===== config.mk =====
export PLATFORM = sky130hd
export DESIGN_NAME = box_mesh_rotate_bounds_flat
export DESIGN_NICKNAME = d
export VERILOG_FILES = /design/src/hdl/bmrb_pkg.sv /design/src/hdl/bmrb_channels.sv /design/src/hdl/bmrb_front.sv /design/src/hdl/bmrb_back.sv /design/src/hdl/box_mesh_rotate_bounds.sv /design/src/flat_wrapper.sv
export SDC_FILE = /design/constraint.sdc
export NUM_CORES = 2
export LEC_CHECK = 0
export BUFFER_PORTS_ARGS = -buffer_cell sky130_fd_sc_hd__buf_2
export CAP_MARGIN = 0
export CORE_MARGIN = 2
export CORE_UTILIZATION = 45
export CTS_CLUSTER_SIZE = 24
export DETAILED_ROUTE_END_ITERATION = 10
export HOLD_SLACK_MARGIN = 0.15
export RECOVER_POWER = 25
export SYNTH_ARGS = -nofsm -noshare
export SYNTH_HDL_FRONTEND = slang
export SYNTH_SLANG_ARGS = --single-unit

===== constraint.sdc =====
create_clock -name clock -period 21.6 [get_ports clock]
set_input_delay 3.24 -clock clock [delete_from_list [all_inputs] [get_ports clock]]
set_output_delay 3.24 -clock clock [all_outputs]
set_load 0.01 [all_outputs]

===== src/hdl/bmrb_pkg.sv =====
// ----------------------------------------------------------------------------
// Box mesh rotate bounds package
// Shared widths, codes, the corner table and fixed-point helpers.
// ----------------------------------------------------------------------------
package bmrb_pkg;

   localparam int COORD_W          = 16;
   localparam int HALF_W           = 15;
   localparam int TRIG_W           = 16;
   localparam int NUM_W            = 10;
   localparam int OFS_W            = 17;
   localparam int DELTA_W          = 18;
   localparam int PROD_W           = 34;
   localparam int ACC_W            = 35;
   localparam int FRAC_SHIFT       = 14;
   localparam int ROT_W            = ACC_W - FRAC_SHIFT;
   localparam int WIDE_W           = 22;
   localparam int NUM_CORNERS      = 24;
   localparam int STEP_W           = $clog2(NUM_CORNERS);
   localparam int QUEUE_DEPTH      = 2;
   localparam int QUEUE_PTR_W      = $clog2(QUEUE_DEPTH);
   localparam int QUEUE_CNT_W      = $clog2(QUEUE_DEPTH + 1);
   localparam int DEF_MAX_VERTICES = 1024;

   localparam logic OP_BOX    = 1'b0;
   localparam logic OP_BOUNDS = 1'b1;

   typedef logic signed [COORD_W-1:0] coord_type;
   typedef logic        [HALF_W-1:0]  half_type;
   typedef logic signed [TRIG_W-1:0]  trig_type;

   typedef enum logic [1:0] {
      KIND_VERTEX = 2'd0,
      KIND_MIN    = 2'd1,
      KIND_MAX    = 2'd2
   } kind_type;

   typedef struct packed {
      logic      is_bounds;
      coord_type center_x;
      coord_type center_y;
      coord_type center_z;
      half_type  half_x;
      half_type  half_y;
      half_type  half_z;
      coord_type pivot_y;
      coord_type pivot_z;
      trig_type  cos_angle;
      trig_type  sin_angle;
      logic      rotate;
   } item_type;

   // Bits are x positive, y positive, z positive, u, v.
   typedef struct packed {
      logic x_pos;
      logic y_pos;
      logic z_pos;
      logic tex_u;
      logic tex_v;
   } corner_type;

   localparam corner_type CORNER_TAB [NUM_CORNERS] = '{
      5'b10000, 5'b11001, 5'b11111, 5'b10110,
      5'b00110, 5'b01111, 5'b01001, 5'b00000,
      5'b01101, 5'b11111, 5'b11010, 5'b01000,
      5'b00000, 5'b10010, 5'b10111, 5'b00101,
      5'b00100, 5'b10110, 5'b11111, 5'b01101,
      5'b10010, 5'b00000, 5'b01001, 5'b11011
   };

   function automatic logic signed [OFS_W-1:0] corner_offset(
      input coord_type center,
      input half_type  half,
      input logic      pos
   );
      logic signed [OFS_W-1:0] c;
      logic signed [OFS_W-1:0] h;
      c = OFS_W'(center);
      h = signed'({{(OFS_W-HALF_W){1'b0}}, half});
      return pos ? c + h : c - h;
   endfunction

   function automatic coord_type sat_coord(input logic signed [WIDE_W-1:0] v);
      logic signed [WIDE_W-1:0] hi;
      logic signed [WIDE_W-1:0] lo;
      hi = WIDE_W'(signed'(16'sh7fff));
      lo = WIDE_W'(signed'(16'sh8000));
      if (v > hi) begin
         return 16'sh7fff;
      end else if (v < lo) begin
         return 16'sh8000;
      end
      return v[COORD_W-1:0];
   endfunction

endpackage


===== src/hdl/bmrb_channels.sv =====
// ----------------------------------------------------------------------------
// Box mesh rotate bounds channels
// Valid/ready interfaces for the box request and the vertex response.
// ----------------------------------------------------------------------------
interface bmrb_req_if;
   logic                valid;
   logic                ready;
   logic                op;
   bmrb_pkg::coord_type center_x;
   bmrb_pkg::coord_type center_y;
   bmrb_pkg::coord_type center_z;
   bmrb_pkg::half_type  half_x;
   bmrb_pkg::half_type  half_y;
   bmrb_pkg::half_type  half_z;
   bmrb_pkg::coord_type pivot_y;
   bmrb_pkg::coord_type pivot_z;
   bmrb_pkg::trig_type  cos_angle;
   bmrb_pkg::trig_type  sin_angle;
   logic                rotate;

   modport source (
      output valid, op, center_x, center_y, center_z, half_x, half_y, half_z,
             pivot_y, pivot_z, cos_angle, sin_angle, rotate,
      input  ready
   );
   modport sink (
      input  valid, op, center_x, center_y, center_z, half_x, half_y, half_z,
             pivot_y, pivot_z, cos_angle, sin_angle, rotate,
      output ready
   );
endinterface

interface bmrb_rsp_if;
   logic                        valid;
   logic                        ready;
   bmrb_pkg::kind_type          kind;
   bmrb_pkg::coord_type         pos_x;
   bmrb_pkg::coord_type         pos_y;
   bmrb_pkg::coord_type         pos_z;
   logic                        tex_u;
   logic                        tex_v;
   logic [bmrb_pkg::NUM_W-1:0]  vertex_number;
   logic                        last;

   modport source (
      output valid, kind, pos_x, pos_y, pos_z, tex_u, tex_v, vertex_number, last,
      input  ready
   );
   modport sink (
      input  valid, kind, pos_x, pos_y, pos_z, tex_u, tex_v, vertex_number, last,
      output ready
   );
endinterface


===== src/hdl/bmrb_front.sv =====
// ----------------------------------------------------------------------------
// Box mesh rotate bounds front end
// Accepts request transfers, decodes the operation and queues the items.
// ----------------------------------------------------------------------------
module bmrb_front (
   input  logic               clock,
   input  logic               reset,
   bmrb_req_if.sink           req_chan,
   output bmrb_pkg::item_type head,
   output logic               head_valid,
   input  logic               head_pop
);

   bmrb_pkg::item_type                   queue_ff [bmrb_pkg::QUEUE_DEPTH];
   logic [bmrb_pkg::QUEUE_PTR_W-1:0]     wr_ptr_ff, wr_ptr_in;
   logic [bmrb_pkg::QUEUE_PTR_W-1:0]     rd_ptr_ff, rd_ptr_in;
   logic [bmrb_pkg::QUEUE_CNT_W-1:0]     fill_ff, fill_in;
   bmrb_pkg::item_type                   item;
   logic                                 push;
   logic                                 pop;

   localparam logic [bmrb_pkg::QUEUE_PTR_W-1:0] PTR_LAST =
      bmrb_pkg::QUEUE_PTR_W'(bmrb_pkg::QUEUE_DEPTH - 1);
   localparam logic [bmrb_pkg::QUEUE_CNT_W-1:0] FILL_FULL =
      bmrb_pkg::QUEUE_CNT_W'(bmrb_pkg::QUEUE_DEPTH);

   assign req_chan.ready = (fill_ff != FILL_FULL);
   assign push           = req_chan.valid && req_chan.ready;
   assign pop            = head_pop && head_valid;
   assign head_valid     = (fill_ff != '0);
   assign head           = queue_ff[rd_ptr_ff];

   always_comb begin
      item.is_bounds = (req_chan.op == bmrb_pkg::OP_BOUNDS);
      item.center_x  = req_chan.center_x;
      item.center_y  = req_chan.center_y;
      item.center_z  = req_chan.center_z;
      item.half_x    = req_chan.half_x;
      item.half_y    = req_chan.half_y;
      item.half_z    = req_chan.half_z;
      item.pivot_y   = req_chan.pivot_y;
      item.pivot_z   = req_chan.pivot_z;
      item.cos_angle = req_chan.cos_angle;
      item.sin_angle = req_chan.sin_angle;
      item.rotate    = req_chan.rotate;
   end

   always_comb begin
      wr_ptr_in = wr_ptr_ff;
      rd_ptr_in = rd_ptr_ff;
      fill_in   = fill_ff;
      if (push) begin
         wr_ptr_in = (wr_ptr_ff == PTR_LAST) ? '0 : wr_ptr_ff + 1'b1;
      end
      if (pop) begin
         rd_ptr_in = (rd_ptr_ff == PTR_LAST) ? '0 : rd_ptr_ff + 1'b1;
      end
      if (push && !pop) begin
         fill_in = fill_ff + 1'b1;
      end else if (pop && !push) begin
         fill_in = fill_ff - 1'b1;
      end
   end

   always_ff @(posedge clock) begin
      if (reset) begin
         wr_ptr_ff <= '0;
         rd_ptr_ff <= '0;
         fill_ff   <= '0;
      end else begin
         wr_ptr_ff <= wr_ptr_in;
         rd_ptr_ff <= rd_ptr_in;
         fill_ff   <= fill_in;
      end
   end

   always_ff @(posedge clock) begin
      if (push) begin
         queue_ff[wr_ptr_ff] <= item;
      end
   end

endmodule


===== src/hdl/bmrb_back.sv =====
// ----------------------------------------------------------------------------
// Box mesh rotate bounds back end
// Walks the corners of the head item through a rotate pipeline, tracks the
// bounds and vertex count, and holds the response register.
// ----------------------------------------------------------------------------
module bmrb_back #(
   parameter int MAX_VERTICES = bmrb_pkg::DEF_MAX_VERTICES
) (
   input  logic               clock,
   input  logic               reset,
   input  bmrb_pkg::item_type head,
   input  logic               head_valid,
   output logic               head_pop,
   bmrb_rsp_if.source         rsp_chan
);

   localparam int CNT_W = (MAX_VERTICES > 1) ? $clog2(MAX_VERTICES) : 1;
   localparam logic [CNT_W-1:0] CNT_LAST = CNT_W'(MAX_VERTICES - 1);
   localparam logic [bmrb_pkg::STEP_W-1:0] STEP_LAST =
      bmrb_pkg::STEP_W'(bmrb_pkg::NUM_CORNERS - 1);
   localparam logic [bmrb_pkg::STEP_W-1:0] STEP_ONE = bmrb_pkg::STEP_W'(1);

   typedef struct packed {
      logic                                    valid;
      bmrb_pkg::kind_type                      kind;
      bmrb_pkg::coord_type                     pos_x;
      logic signed [bmrb_pkg::OFS_W-1:0]       ly;
      logic signed [bmrb_pkg::OFS_W-1:0]       lz;
      logic signed [bmrb_pkg::DELTA_W-1:0]     dy;
      logic signed [bmrb_pkg::DELTA_W-1:0]     dz;
      bmrb_pkg::coord_type                     pivot_y;
      bmrb_pkg::coord_type                     pivot_z;
      bmrb_pkg::trig_type                      cos_angle;
      bmrb_pkg::trig_type                      sin_angle;
      logic                                    rotate;
      logic                                    tex_u;
      logic                                    tex_v;
      logic                                    last;
   } s1_type;

   typedef struct packed {
      logic                                    valid;
      bmrb_pkg::kind_type                      kind;
      bmrb_pkg::coord_type                     pos_x;
      logic signed [bmrb_pkg::OFS_W-1:0]       ly;
      logic signed [bmrb_pkg::OFS_W-1:0]       lz;
      bmrb_pkg::coord_type                     pivot_y;
      bmrb_pkg::coord_type                     pivot_z;
      logic signed [bmrb_pkg::PROD_W-1:0]      m_yc;
      logic signed [bmrb_pkg::PROD_W-1:0]      m_zs;
      logic signed [bmrb_pkg::PROD_W-1:0]      m_ys;
      logic signed [bmrb_pkg::PROD_W-1:0]      m_zc;
      logic                                    rotate;
      logic                                    tex_u;
      logic                                    tex_v;
      logic                                    last;
   } s2_type;

   typedef struct packed {
      logic                valid;
      bmrb_pkg::kind_type  kind;
      bmrb_pkg::coord_type pos_x;
      bmrb_pkg::coord_type pos_y;
      bmrb_pkg::coord_type pos_z;
      logic                tex_u;
      logic                tex_v;
      logic                last;
   } s3_type;

   typedef struct packed {
      bmrb_pkg::kind_type            kind;
      bmrb_pkg::coord_type           pos_x;
      bmrb_pkg::coord_type           pos_y;
      bmrb_pkg::coord_type           pos_z;
      logic                          tex_u;
      logic                          tex_v;
      logic [bmrb_pkg::NUM_W-1:0]    vertex_number;
      logic                          last;
   } out_type;

   logic                              advance;
   logic                              last_step;
   logic [bmrb_pkg::STEP_W-1:0]       step_ff, step_in;
   bmrb_pkg::corner_type              corner;
   logic signed [bmrb_pkg::OFS_W-1:0] x_sum, y_sum, z_sum;
   logic signed [bmrb_pkg::DELTA_W-1:0] y_ext, z_ext, py_ext, pz_ext;
   logic signed [bmrb_pkg::WIDE_W-1:0]  x_wide;
   s1_type                            s1_ff, s1_in;
   s2_type                            s2_ff, s2_in;
   s3_type                            s3_ff, s3_in;
   logic signed [bmrb_pkg::ACC_W-1:0] acc_y, acc_z;
   logic signed [bmrb_pkg::ROT_W-1:0] rot_y, rot_z;
   logic signed [bmrb_pkg::WIDE_W-1:0]  rot_y_wide, rot_z_wide, ly_wide, lz_wide;
   bmrb_pkg::coord_type               min_ff [3];
   bmrb_pkg::coord_type               min_in [3];
   bmrb_pkg::coord_type               max_ff [3];
   bmrb_pkg::coord_type               max_in [3];
   bmrb_pkg::coord_type               point [3];
   logic [CNT_W-1:0]                  count_ff, count_in;
   logic [CNT_W+bmrb_pkg::NUM_W-1:0]  count_ext;
   logic                              rsp_valid_ff, rsp_valid_in;
   out_type                           out_ff, out_in;

   assign advance   = !rsp_valid_ff || rsp_chan.ready;
   assign last_step = head.is_bounds ? (step_ff == STEP_ONE) : (step_ff == STEP_LAST);
   assign head_pop  = head_valid && advance && last_step;

   always_comb begin
      step_in = step_ff;
      if (head_valid && advance) begin
         step_in = last_step ? '0 : step_ff + 1'b1;
      end
   end

   always_comb begin
      corner = bmrb_pkg::CORNER_TAB[step_ff];
      x_sum  = bmrb_pkg::corner_offset(head.center_x, head.half_x, corner.x_pos);
      y_sum  = bmrb_pkg::corner_offset(head.center_y, head.half_y, corner.y_pos);
      z_sum  = bmrb_pkg::corner_offset(head.center_z, head.half_z, corner.z_pos);
      y_ext  = bmrb_pkg::DELTA_W'(y_sum);
      z_ext  = bmrb_pkg::DELTA_W'(z_sum);
      py_ext = bmrb_pkg::DELTA_W'(head.pivot_y);
      pz_ext = bmrb_pkg::DELTA_W'(head.pivot_z);
      x_wide = bmrb_pkg::WIDE_W'(x_sum);

      s1_in.valid     = head_valid;
      if (!head.is_bounds) begin
         s1_in.kind = bmrb_pkg::KIND_VERTEX;
      end else if (step_ff == '0) begin
         s1_in.kind = bmrb_pkg::KIND_MIN;
      end else begin
         s1_in.kind = bmrb_pkg::KIND_MAX;
      end
      s1_in.pos_x     = bmrb_pkg::sat_coord(x_wide);
      s1_in.ly        = y_sum;
      s1_in.lz        = z_sum;
      s1_in.dy        = y_ext - py_ext;
      s1_in.dz        = z_ext - pz_ext;
      s1_in.pivot_y   = head.pivot_y;
      s1_in.pivot_z   = head.pivot_z;
      s1_in.cos_angle = head.cos_angle;
      s1_in.sin_angle = head.sin_angle;
      s1_in.rotate    = head.rotate;
      s1_in.tex_u     = corner.tex_u;
      s1_in.tex_v     = corner.tex_v;
      s1_in.last      = last_step;
   end

   always_comb begin
      s2_in.valid   = s1_ff.valid;
      s2_in.kind    = s1_ff.kind;
      s2_in.pos_x   = s1_ff.pos_x;
      s2_in.ly      = s1_ff.ly;
      s2_in.lz      = s1_ff.lz;
      s2_in.pivot_y = s1_ff.pivot_y;
      s2_in.pivot_z = s1_ff.pivot_z;
      s2_in.m_yc    = s1_ff.dy * s1_ff.cos_angle;
      s2_in.m_zs    = s1_ff.dz * s1_ff.sin_angle;
      s2_in.m_ys    = s1_ff.dy * s1_ff.sin_angle;
      s2_in.m_zc    = s1_ff.dz * s1_ff.cos_angle;
      s2_in.rotate  = s1_ff.rotate;
      s2_in.tex_u   = s1_ff.tex_u;
      s2_in.tex_v   = s1_ff.tex_v;
      s2_in.last    = s1_ff.last;
   end

   always_comb begin
      acc_y      = bmrb_pkg::ACC_W'(s2_ff.m_yc) - bmrb_pkg::ACC_W'(s2_ff.m_zs);
      acc_z      = bmrb_pkg::ACC_W'(s2_ff.m_ys) + bmrb_pkg::ACC_W'(s2_ff.m_zc);
      rot_y      = acc_y[bmrb_pkg::ACC_W-1:bmrb_pkg::FRAC_SHIFT];
      rot_z      = acc_z[bmrb_pkg::ACC_W-1:bmrb_pkg::FRAC_SHIFT];
      rot_y_wide = bmrb_pkg::WIDE_W'(rot_y) + bmrb_pkg::WIDE_W'(s2_ff.pivot_y);
      rot_z_wide = bmrb_pkg::WIDE_W'(rot_z) + bmrb_pkg::WIDE_W'(s2_ff.pivot_z);
      ly_wide    = bmrb_pkg::WIDE_W'(s2_ff.ly);
      lz_wide    = bmrb_pkg::WIDE_W'(s2_ff.lz);

      s3_in.valid = s2_ff.valid;
      s3_in.kind  = s2_ff.kind;
      s3_in.pos_x = s2_ff.pos_x;
      s3_in.pos_y = bmrb_pkg::sat_coord(s2_ff.rotate ? rot_y_wide : ly_wide);
      s3_in.pos_z = bmrb_pkg::sat_coord(s2_ff.rotate ? rot_z_wide : lz_wide);
      s3_in.tex_u = s2_ff.tex_u;
      s3_in.tex_v = s2_ff.tex_v;
      s3_in.last  = s2_ff.last;
   end

   always_comb begin
      point[0]     = s3_ff.pos_x;
      point[1]     = s3_ff.pos_y;
      point[2]     = s3_ff.pos_z;
      count_ext    = (CNT_W + bmrb_pkg::NUM_W)'(count_ff);
      min_in       = min_ff;
      max_in       = max_ff;
      count_in     = count_ff;
      out_in       = out_ff;
      rsp_valid_in = advance ? s3_ff.valid : rsp_valid_ff;
      if (advance && s3_ff.valid) begin
         out_in.kind          = s3_ff.kind;
         out_in.tex_u         = 1'b0;
         out_in.tex_v         = 1'b0;
         out_in.vertex_number = '0;
         out_in.last          = s3_ff.last;
         unique case (s3_ff.kind)
            bmrb_pkg::KIND_VERTEX: begin
               out_in.pos_x         = point[0];
               out_in.pos_y         = point[1];
               out_in.pos_z         = point[2];
               out_in.tex_u         = s3_ff.tex_u;
               out_in.tex_v         = s3_ff.tex_v;
               out_in.vertex_number = count_ext[bmrb_pkg::NUM_W-1:0];
               for (int i = 0; i < 3; i++) begin
                  if (point[i] < min_ff[i]) begin
                     min_in[i] = point[i];
                  end
                  if (point[i] > max_ff[i]) begin
                     max_in[i] = point[i];
                  end
               end
               count_in = (count_ff == CNT_LAST) ? '0 : count_ff + 1'b1;
            end
            bmrb_pkg::KIND_MIN: begin
               out_in.pos_x = min_ff[0];
               out_in.pos_y = min_ff[1];
               out_in.pos_z = min_ff[2];
            end
            bmrb_pkg::KIND_MAX: begin
               out_in.pos_x = max_ff[0];
               out_in.pos_y = max_ff[1];
               out_in.pos_z = max_ff[2];
               for (int i = 0; i < 3; i++) begin
                  min_in[i] = 16'sh7fff;
                  max_in[i] = 16'sh8000;
               end
               count_in = '0;
            end
            default: begin
               out_in.pos_x = point[0];
               out_in.pos_y = point[1];
               out_in.pos_z = point[2];
            end
         endcase
      end
   end

   always_ff @(posedge clock) begin
      if (reset) begin
         step_ff      <= '0;
         s1_ff.valid  <= 1'b0;
         s2_ff.valid  <= 1'b0;
         s3_ff.valid  <= 1'b0;
         rsp_valid_ff <= 1'b0;
         count_ff     <= '0;
         for (int i = 0; i < 3; i++) begin
            min_ff[i] <= 16'sh7fff;
            max_ff[i] <= 16'sh8000;
         end
      end else begin
         step_ff      <= step_in;
         rsp_valid_ff <= rsp_valid_in;
         count_ff     <= count_in;
         min_ff       <= min_in;
         max_ff       <= max_in;
         if (advance) begin
            s1_ff <= s1_in;
            s2_ff <= s2_in;
            s3_ff <= s3_in;
         end
      end
   end

   always_ff @(posedge clock) begin
      out_ff <= out_in;
   end

   assign rsp_chan.valid         = rsp_valid_ff;
   assign rsp_chan.kind          = out_ff.kind;
   assign rsp_chan.pos_x         = out_ff.pos_x;
   assign rsp_chan.pos_y         = out_ff.pos_y;
   assign rsp_chan.pos_z         = out_ff.pos_z;
   assign rsp_chan.tex_u         = out_ff.tex_u;
   assign rsp_chan.tex_v         = out_ff.tex_v;
   assign rsp_chan.vertex_number = out_ff.vertex_number;
   assign rsp_chan.last          = out_ff.last;

endmodule


===== src/hdl/box_mesh_rotate_bounds.sv =====
// ----------------------------------------------------------------------------
// Box mesh rotate bounds
// Tessellates boxes into 24 textured vertices, optionally rotated about the
// X axis, and keeps a running bounding box of the vertices emitted since the last bounds request.
// ----------------------------------------------------------------------------
// The block delivers one response transfer per clock while the response side
// is ready: a box request yields 24 vertex transfers, a bounds request yields
// a minimum and a maximum transfer, and the next request follows with no gap.
// The rate is set by the corner sequencer in the back end, which issues one
// corner per cycle while the response side is ready into a four-stage rotate
// and bounds pipeline (s1, s2, s3 and the response register) fed from the head
// of the two-entry request queue. The queue keeps taking requests while the
// back end works, until both entries are full, and the response register
// lets the pipeline hold its contents whenever the response side stalls.
module box_mesh_rotate_bounds #(
   parameter int MAX_VERTICES = bmrb_pkg::DEF_MAX_VERTICES
) (
   input logic         clock,
   input logic         reset,
   bmrb_req_if.sink    req_chan,
   bmrb_rsp_if.source  rsp_chan
);

   bmrb_pkg::item_type head;
   logic               head_valid;
   logic               head_pop;

   bmrb_front u_front (
      .clock      (clock),
      .reset      (reset),
      .req_chan   (req_chan),
      .head       (head),
      .head_valid (head_valid),
      .head_pop   (head_pop)
   );

   bmrb_back #(
      .MAX_VERTICES (MAX_VERTICES)
   ) u_back (
      .clock      (clock),
      .reset      (reset),
      .head       (head),
      .head_valid (head_valid),
      .head_pop   (head_pop),
      .rsp_chan   (rsp_chan)
   );

endmodule

===== src/flat_wrapper.sv =====
// flat-port wrapper written by rule: the top's interface ports become plain ports
module box_mesh_rotate_bounds_flat 
#(
   parameter int MAX_VERTICES = bmrb_pkg::DEF_MAX_VERTICES
)
  (clock, reset, req_chan_valid, req_chan_op, req_chan_center_x, req_chan_center_y, req_chan_center_z, req_chan_half_x, req_chan_half_y, req_chan_half_z, req_chan_pivot_y, req_chan_pivot_z, req_chan_cos_angle, req_chan_sin_angle, req_chan_rotate, req_chan_ready, rsp_chan_valid, rsp_chan_kind, rsp_chan_pos_x, rsp_chan_pos_y, rsp_chan_pos_z, rsp_chan_tex_u, rsp_chan_tex_v, rsp_chan_vertex_number, rsp_chan_last, rsp_chan_ready);
  bmrb_req_if req_chan_i ();
  bmrb_rsp_if rsp_chan_i ();
  input logic clock;
  input logic reset;
  input wire logic [$bits(req_chan_i.valid)-1:0] req_chan_valid;
  input wire logic [$bits(req_chan_i.op)-1:0] req_chan_op;
  input wire logic [$bits(req_chan_i.center_x)-1:0] req_chan_center_x;
  input wire logic [$bits(req_chan_i.center_y)-1:0] req_chan_center_y;
  input wire logic [$bits(req_chan_i.center_z)-1:0] req_chan_center_z;
  input wire logic [$bits(req_chan_i.half_x)-1:0] req_chan_half_x;
  input wire logic [$bits(req_chan_i.half_y)-1:0] req_chan_half_y;
  input wire logic [$bits(req_chan_i.half_z)-1:0] req_chan_half_z;
  input wire logic [$bits(req_chan_i.pivot_y)-1:0] req_chan_pivot_y;
  input wire logic [$bits(req_chan_i.pivot_z)-1:0] req_chan_pivot_z;
  input wire logic [$bits(req_chan_i.cos_angle)-1:0] req_chan_cos_angle;
  input wire logic [$bits(req_chan_i.sin_angle)-1:0] req_chan_sin_angle;
  input wire logic [$bits(req_chan_i.rotate)-1:0] req_chan_rotate;
  output wire logic [$bits(req_chan_i.ready)-1:0] req_chan_ready;
  output wire logic [$bits(rsp_chan_i.valid)-1:0] rsp_chan_valid;
  output wire logic [$bits(rsp_chan_i.kind)-1:0] rsp_chan_kind;
  output wire logic [$bits(rsp_chan_i.pos_x)-1:0] rsp_chan_pos_x;
  output wire logic [$bits(rsp_chan_i.pos_y)-1:0] rsp_chan_pos_y;
  output wire logic [$bits(rsp_chan_i.pos_z)-1:0] rsp_chan_pos_z;
  output wire logic [$bits(rsp_chan_i.tex_u)-1:0] rsp_chan_tex_u;
  output wire logic [$bits(rsp_chan_i.tex_v)-1:0] rsp_chan_tex_v;
  output wire logic [$bits(rsp_chan_i.vertex_number)-1:0] rsp_chan_vertex_number;
  output wire logic [$bits(rsp_chan_i.last)-1:0] rsp_chan_last;
  input wire logic [$bits(rsp_chan_i.ready)-1:0] rsp_chan_ready;
  assign req_chan_i.valid = req_chan_valid;
  assign req_chan_i.op = req_chan_op;
  assign req_chan_i.center_x = req_chan_center_x;
  assign req_chan_i.center_y = req_chan_center_y;
  assign req_chan_i.center_z = req_chan_center_z;
  assign req_chan_i.half_x = req_chan_half_x;
  assign req_chan_i.half_y = req_chan_half_y;
  assign req_chan_i.half_z = req_chan_half_z;
  assign req_chan_i.pivot_y = req_chan_pivot_y;
  assign req_chan_i.pivot_z = req_chan_pivot_z;
  assign req_chan_i.cos_angle = req_chan_cos_angle;
  assign req_chan_i.sin_angle = req_chan_sin_angle;
  assign req_chan_i.rotate = req_chan_rotate;
  assign req_chan_ready = req_chan_i.ready;
  assign rsp_chan_valid = rsp_chan_i.valid;
  assign rsp_chan_kind = rsp_chan_i.kind;
  assign rsp_chan_pos_x = rsp_chan_i.pos_x;
  assign rsp_chan_pos_y = rsp_chan_i.pos_y;
  assign rsp_chan_pos_z = rsp_chan_i.pos_z;
  assign rsp_chan_tex_u = rsp_chan_i.tex_u;
  assign rsp_chan_tex_v = rsp_chan_i.tex_v;
  assign rsp_chan_vertex_number = rsp_chan_i.vertex_number;
  assign rsp_chan_last = rsp_chan_i.last;
  assign rsp_chan_i.ready = rsp_chan_ready;
  box_mesh_rotate_bounds #(.MAX_VERTICES(MAX_VERTICES)) u_core (.clock(clock), .reset(reset), .req_chan(req_chan_i), .rsp_chan(rsp_chan_i));
endmodule

-- Word level (Yosys, flattened, before mapping)
Memories as Yosys holds them, arrays and structs flattened. A register that Yosys moved wholly into a read port is not among the register bits.
Cells that the tools add are included.
Widths: inputs -> output; s select.
- bits in registers: 615
- latch bits: 0
- RAM bits: 318
- bits in read-only memories: 160
- input bits: 163
- output and inout bits: 65
- word-level logic and storage cells: 177
- memories kept: 2
- memory list (name ; words ; width ; rd ports ; clocked after memory_dff ; write ports ; RTL line ; text):
    u_core.u_front.queue_ff ; 2 ; 159 ; 1 ; 1 ; 1 ; bmrb_front.sv:14 ; bmrb_pkg::item_type queue_ff [bmrb_pkg::QUEUE_DEPTH];
    (name not given) ; 32 ; 5 ; 1 ; 0 ; 0 ; bmrb_back.sv:116 ; corner = bmrb_pkg::CORNER_TAB[step_ff];
- add/subtract/negate cells: 18
- $mul: 4
- divide/modulo/power cells: 0
- order comparisons: 13
- eq/ne operators: 12
- shift operators: 0
- muxes and demuxes: 44
- bitwise operators: 2
- reductions and logical operators: 24
- operators by type and width (cell ; number):
    $pmux 48 s2 ; 3
    $mux 16 ; 15
    $mul 18x16->34 ; 4
    $add 16x16->17 ; 3
    $mux 17 ; 3
    $sub 16x16->17 ; 3
    $gt 16x16->1 ; 3
    $lt 16x16->1 ; 3
    $add 21x16->22 ; 2
    $gt 22x16->1 const B ; 2
    $lt 22x16->1 const B ; 2
    $mux 22 ; 2
    $sub 17x16->18 ; 2
    $add 34x34->35 ; 1
    $sub 34x34->35 ; 1
    $pmux 10 s2 ; 1
    $reduce_and 3->1 ; 6
    $gt 17x16->1 const B ; 1
    $lt 17x16->1 const B ; 1
    $mux 5 ; 3
    $ne 2x2->1 const B ; 7
    $mux 1 ; 13
    $add 10x1->10 const B ; 1
    $eq 10x10->1 const B ; 1
    20 further kinds ; 34

-- Depth between registers and ports, before layout
- depth in word-level cells: 9
- mapped depth: 27
- gate-level depth less buffers: 25

-- Hierarchy
From an unflattened synthesis, not the netlist that was laid out.
- cell total of the unflattened synthesis: 8036
- area, all modules: 86412.9 µm²
- by module, submodules not included (module ; times used ; cells each ; area each (µm²) ; seq. area each (µm²)):
    bmrb_back ; 1 ; 7517 ; 74293.8 ; 17196.5
    bmrb_front ; 1 ; 519 ; 12119.1 ; 9649.3

-- Worst setup path after synthesis
OpenSTA, ideal clock, no wires.
- path kind: input-to-reg
- start: in reset
- end: reg u_core.u_back.s2_ff (netlist bit u_core.u_back.ly_wide[0]), enable pin
- setup time: 1238 ps
- arrival: 21781 ps
- required time: 20362 ps
- slack: -1419 ps
- stages on the path: 4
- buffers on the path: 3
- cell sequence: clkbuf_1 -> clkbuf_1 -> buf_1 -> nor2_1
- longest elaborated chain between the ends: 2
- ends and longest elaborated chain (element ; RTL line ; text):
    start, declared ; flat_wrapper.sv:10 ; input logic reset;
    $not 1->1 (no source line) ; - ;
    $reduce_and 2->1 (no source line) ; - ;
    end signal, assigned ; bmrb_back.sv:265 ; s2_ff <= s2_in;
    end, declared ; bmrb_back.sv:89 ; s2_type s2_ff, s2_in;
Every way passes these cells.
A chain may end at the register's enable or synchronous reset.

==> flow_summary.ini <==
[die]
core_um2 = 191000
ioPinCount = 228
dieWidth_um = 442
rows = 160
fp.dieArea_um2 = 196000
die_y_um = 442
start_util_pct = 45.4

[clock_tree]
htreeDepth = 3
cts_resized = 0
clock_sink_count = 934
cts-hold-fix-buffers = 0
root_buffer = clkbuf_16
cts_tree = built
post_cts_buffers = 0
cts.clk_slew.worst_paths_ps = 60
cts_buffers = 107
clockBufferDepth = 3
clock_latency_ps = 770

[final_layout]
drive_gt1_share_pct = 6.50
final_cell_mix = inv_1, fa_1, nand2_1
nets = 10200
final_common_cell = inv_1
filler_cell_count = 17300
syn_to_final_growth_pct = 8.50

[critical_path]
crit_path_start_kind = flop
critPathMaxFanout = 54
critPathArrivalTime_ps = 10270
path_class = flop to flop
critPathCaptureType = flop
required_ps = 22120

[sta]
max_freq_mhz = 103
hold_viol = 0
setup-violations-final = 0
rsz0062_at_grt = false
skew_ps = 62.4
maxSlewHeadroom_pct = -113
finalSetupTns_ps = 0
slew_viol_final = 366
worstMarginPinSlew_ps = 3190
period_share_pct = 45.1
period_needed_ps = 9750

[logic_synthesis]
synth_area_um2 = 86500
synth_edf_count = 814
synth-async-reset-ratio_pct = 0
synth_area_per_cell_um2 = 10.6
yosysUniqueCellTypes = 84
syn_inst = 8132
synth_seq_cells = 934
yosysSeqAreaShare_pct = 31.0
syn_nets = 10100
synth_warnings = 0
ys.flop_type = edfxtp_1

[route]
viasPerCell = 5.27
drt-initial-drc-count = 3881
dr_total_vias = 57200
drcViolationCount = 0
drtPass1Iterations = 6
final_antenna_net_count = 0
wire_per_inst_um = 20.0
wirelength_um = 217000

[min_path]
min_path_type = flop to flop

[placed_design]
globalplace.congestion = 0.876
port_buffers = 227
place_hpwl_um = 164000

[grt]
track_usage_pct = 22.6
grt_pass1_wl_um = 347000
grt_pass1_vias = 61100
grt_max_degree = 77
grt_overflow = 0
antenna_found_initial = 18

[status]
violations = max-capacitance violations, max-slew violations
status = finished, violations left

[job]
maxCapViolations = 8
[cells by family (layout without fill, tap and decap cells)]
kind of cell | after synthesis | after routing | share of synthesized area (%)
AO/OA/AOI/OAI | 1060 | 1060 | 7.88
XOR/XNOR | 336 | 336 | 3.42
adder cells (fa/ha/maj) | 1811 | 1811 | 36.3
buffers and inverters | 1797 | 1988 | 7.86
flip-flops | 934 | 934 | 31.0
multiplexers | 174 | 174 | 2.14
other | 0 | 5 | 0
AND/OR/NAND/NOR | 2020 | 2020 | 11.4
[flip-flops by register name, summed over array words and instances (netlist names), 2 cells and up, named ones only]
register,count
u_core.u_back.rsp_chan.pos_x,16
u_core.u_back.rsp_chan.pos_y,16
u_core.u_front.queue_ff,318
u_core.u_back.s1_ff,157
u_core.u_back.rsp_chan.kind,2
u_core.u_back.s3_ff,6
u_core.u_back.point,48
u_core.u_back.rsp_chan.vertex_number,10
u_core.u_back.count_ff,10
u_core.u_back.ly_wide,17
u_core.u_back.lz_wide,17
u_core.u_back.step_ff,5
u_core.u_back.rsp_chan.pos_z,16
u_core.u_front.fill_ff,2
u_core.u_back.max_ff,48
u_core.u_back.s2_ff,191
u_core.u_back.min_ff,48
[worst max-delay path, cell delays in order (launching register included)]
cell and delay, ps:
dfxtp_1 2160, clkbuf_1 2050, buf_4 750, mux2_2 400
ha_1 230, fa_1 470, xor2_1 550, ha_1 380
a21o_1 180, a21oi_1 220, o21ai_0 110, a21oi_1 230
o21bai_1 90, a21oi_1 220, o21ai_0 160, o41ai_1 630
o21ai_0 240, a21oi_1 230, xnor2_1 80
[cell type report]
type	count	area [µm²]	share of cell area (%)
inverters	1465	5500	5.86
well taps	2511	3140	3.35
multi-input cells	5401	52900	56.4
clock inverters	69	857	0.913
clock buffers	128	2840	3.02
diodes	5	12.5	0.0133
repair buffers	326	1760	1.88
flip-flops and latches	934	26800	28.6
[cell usage after synthesis, types with 33 or more instances]
cell type / count / area (µm²)
a21o_1: 146 / 1100
a21oi_1: 352 / 1760
a22oi_1: 49 / 368
and2_1: 446 / 2790
clkbuf_1: 286 / 1070
dfxtp_1: 120 / 2400
edfxtp_1: 814 / 24400
fa_1: 1167 / 23400
ha_1: 642 / 8030
inv_1: 1465 / 5500
mux2_2: 85 / 957
mux2i_1: 89 / 891
nand2_1: 826 / 3100
nand2b_1: 123 / 769
nand3_1: 66 / 330
nand3b_1: 33 / 248
nor2_1: 289 / 1080
nor2b_1: 37 / 231
nor3_1: 59 / 295
o21a_1: 41 / 308
o21ai_0: 180 / 901
o21bai_1: 46 / 345
xnor2_1: 225 / 1970
xor2_1: 110 / 963
[path summary, 6_finish.rpt]
| path | slack, ps | start | endpoint | cells after the start |
|---|---|---|---|---|
| min reg2reg | 410 | u_core.u_back.s2_ff[207] | u_core.u_back.point[33] | 0 |
| min | 410 | u_core.u_back.s2_ff[207] | u_core.u_back.point[33] | 0 |
| max reg2reg | 11850 | flop | u_core.u_back.s1_ff[102] | 18 |
| max | 11850 | flop | u_core.u_back.s1_ff[102] | 18 |
[per-stage QoR]
step                hold WS (ps)  instance area, µm²  worst slack [ps]  instances  utilization, %
global placement             400               90300             14180      10600            47.4
finish                       410               93900             11850      10800            49.2
global route                 414               93800             11250      10800            49.2
CTS                          408               94000             14160      10800            49.3
floorplan                    400               86500              5980       8132               -
detailed placement           405               90300             14120      10600            47.4
[metal layers]
metal / GRT usage [%] / part of all wire (%)
met3: 2.79 / 5.2
met1: 30.4 / 44
met4: 7.01 / 2.9
met2: 38.2 / 48
met5: 0 / 0.0032
Power is not shown: default switching activity piles up to over one toggle a cycle in this logic, so the estimate is an artifact.
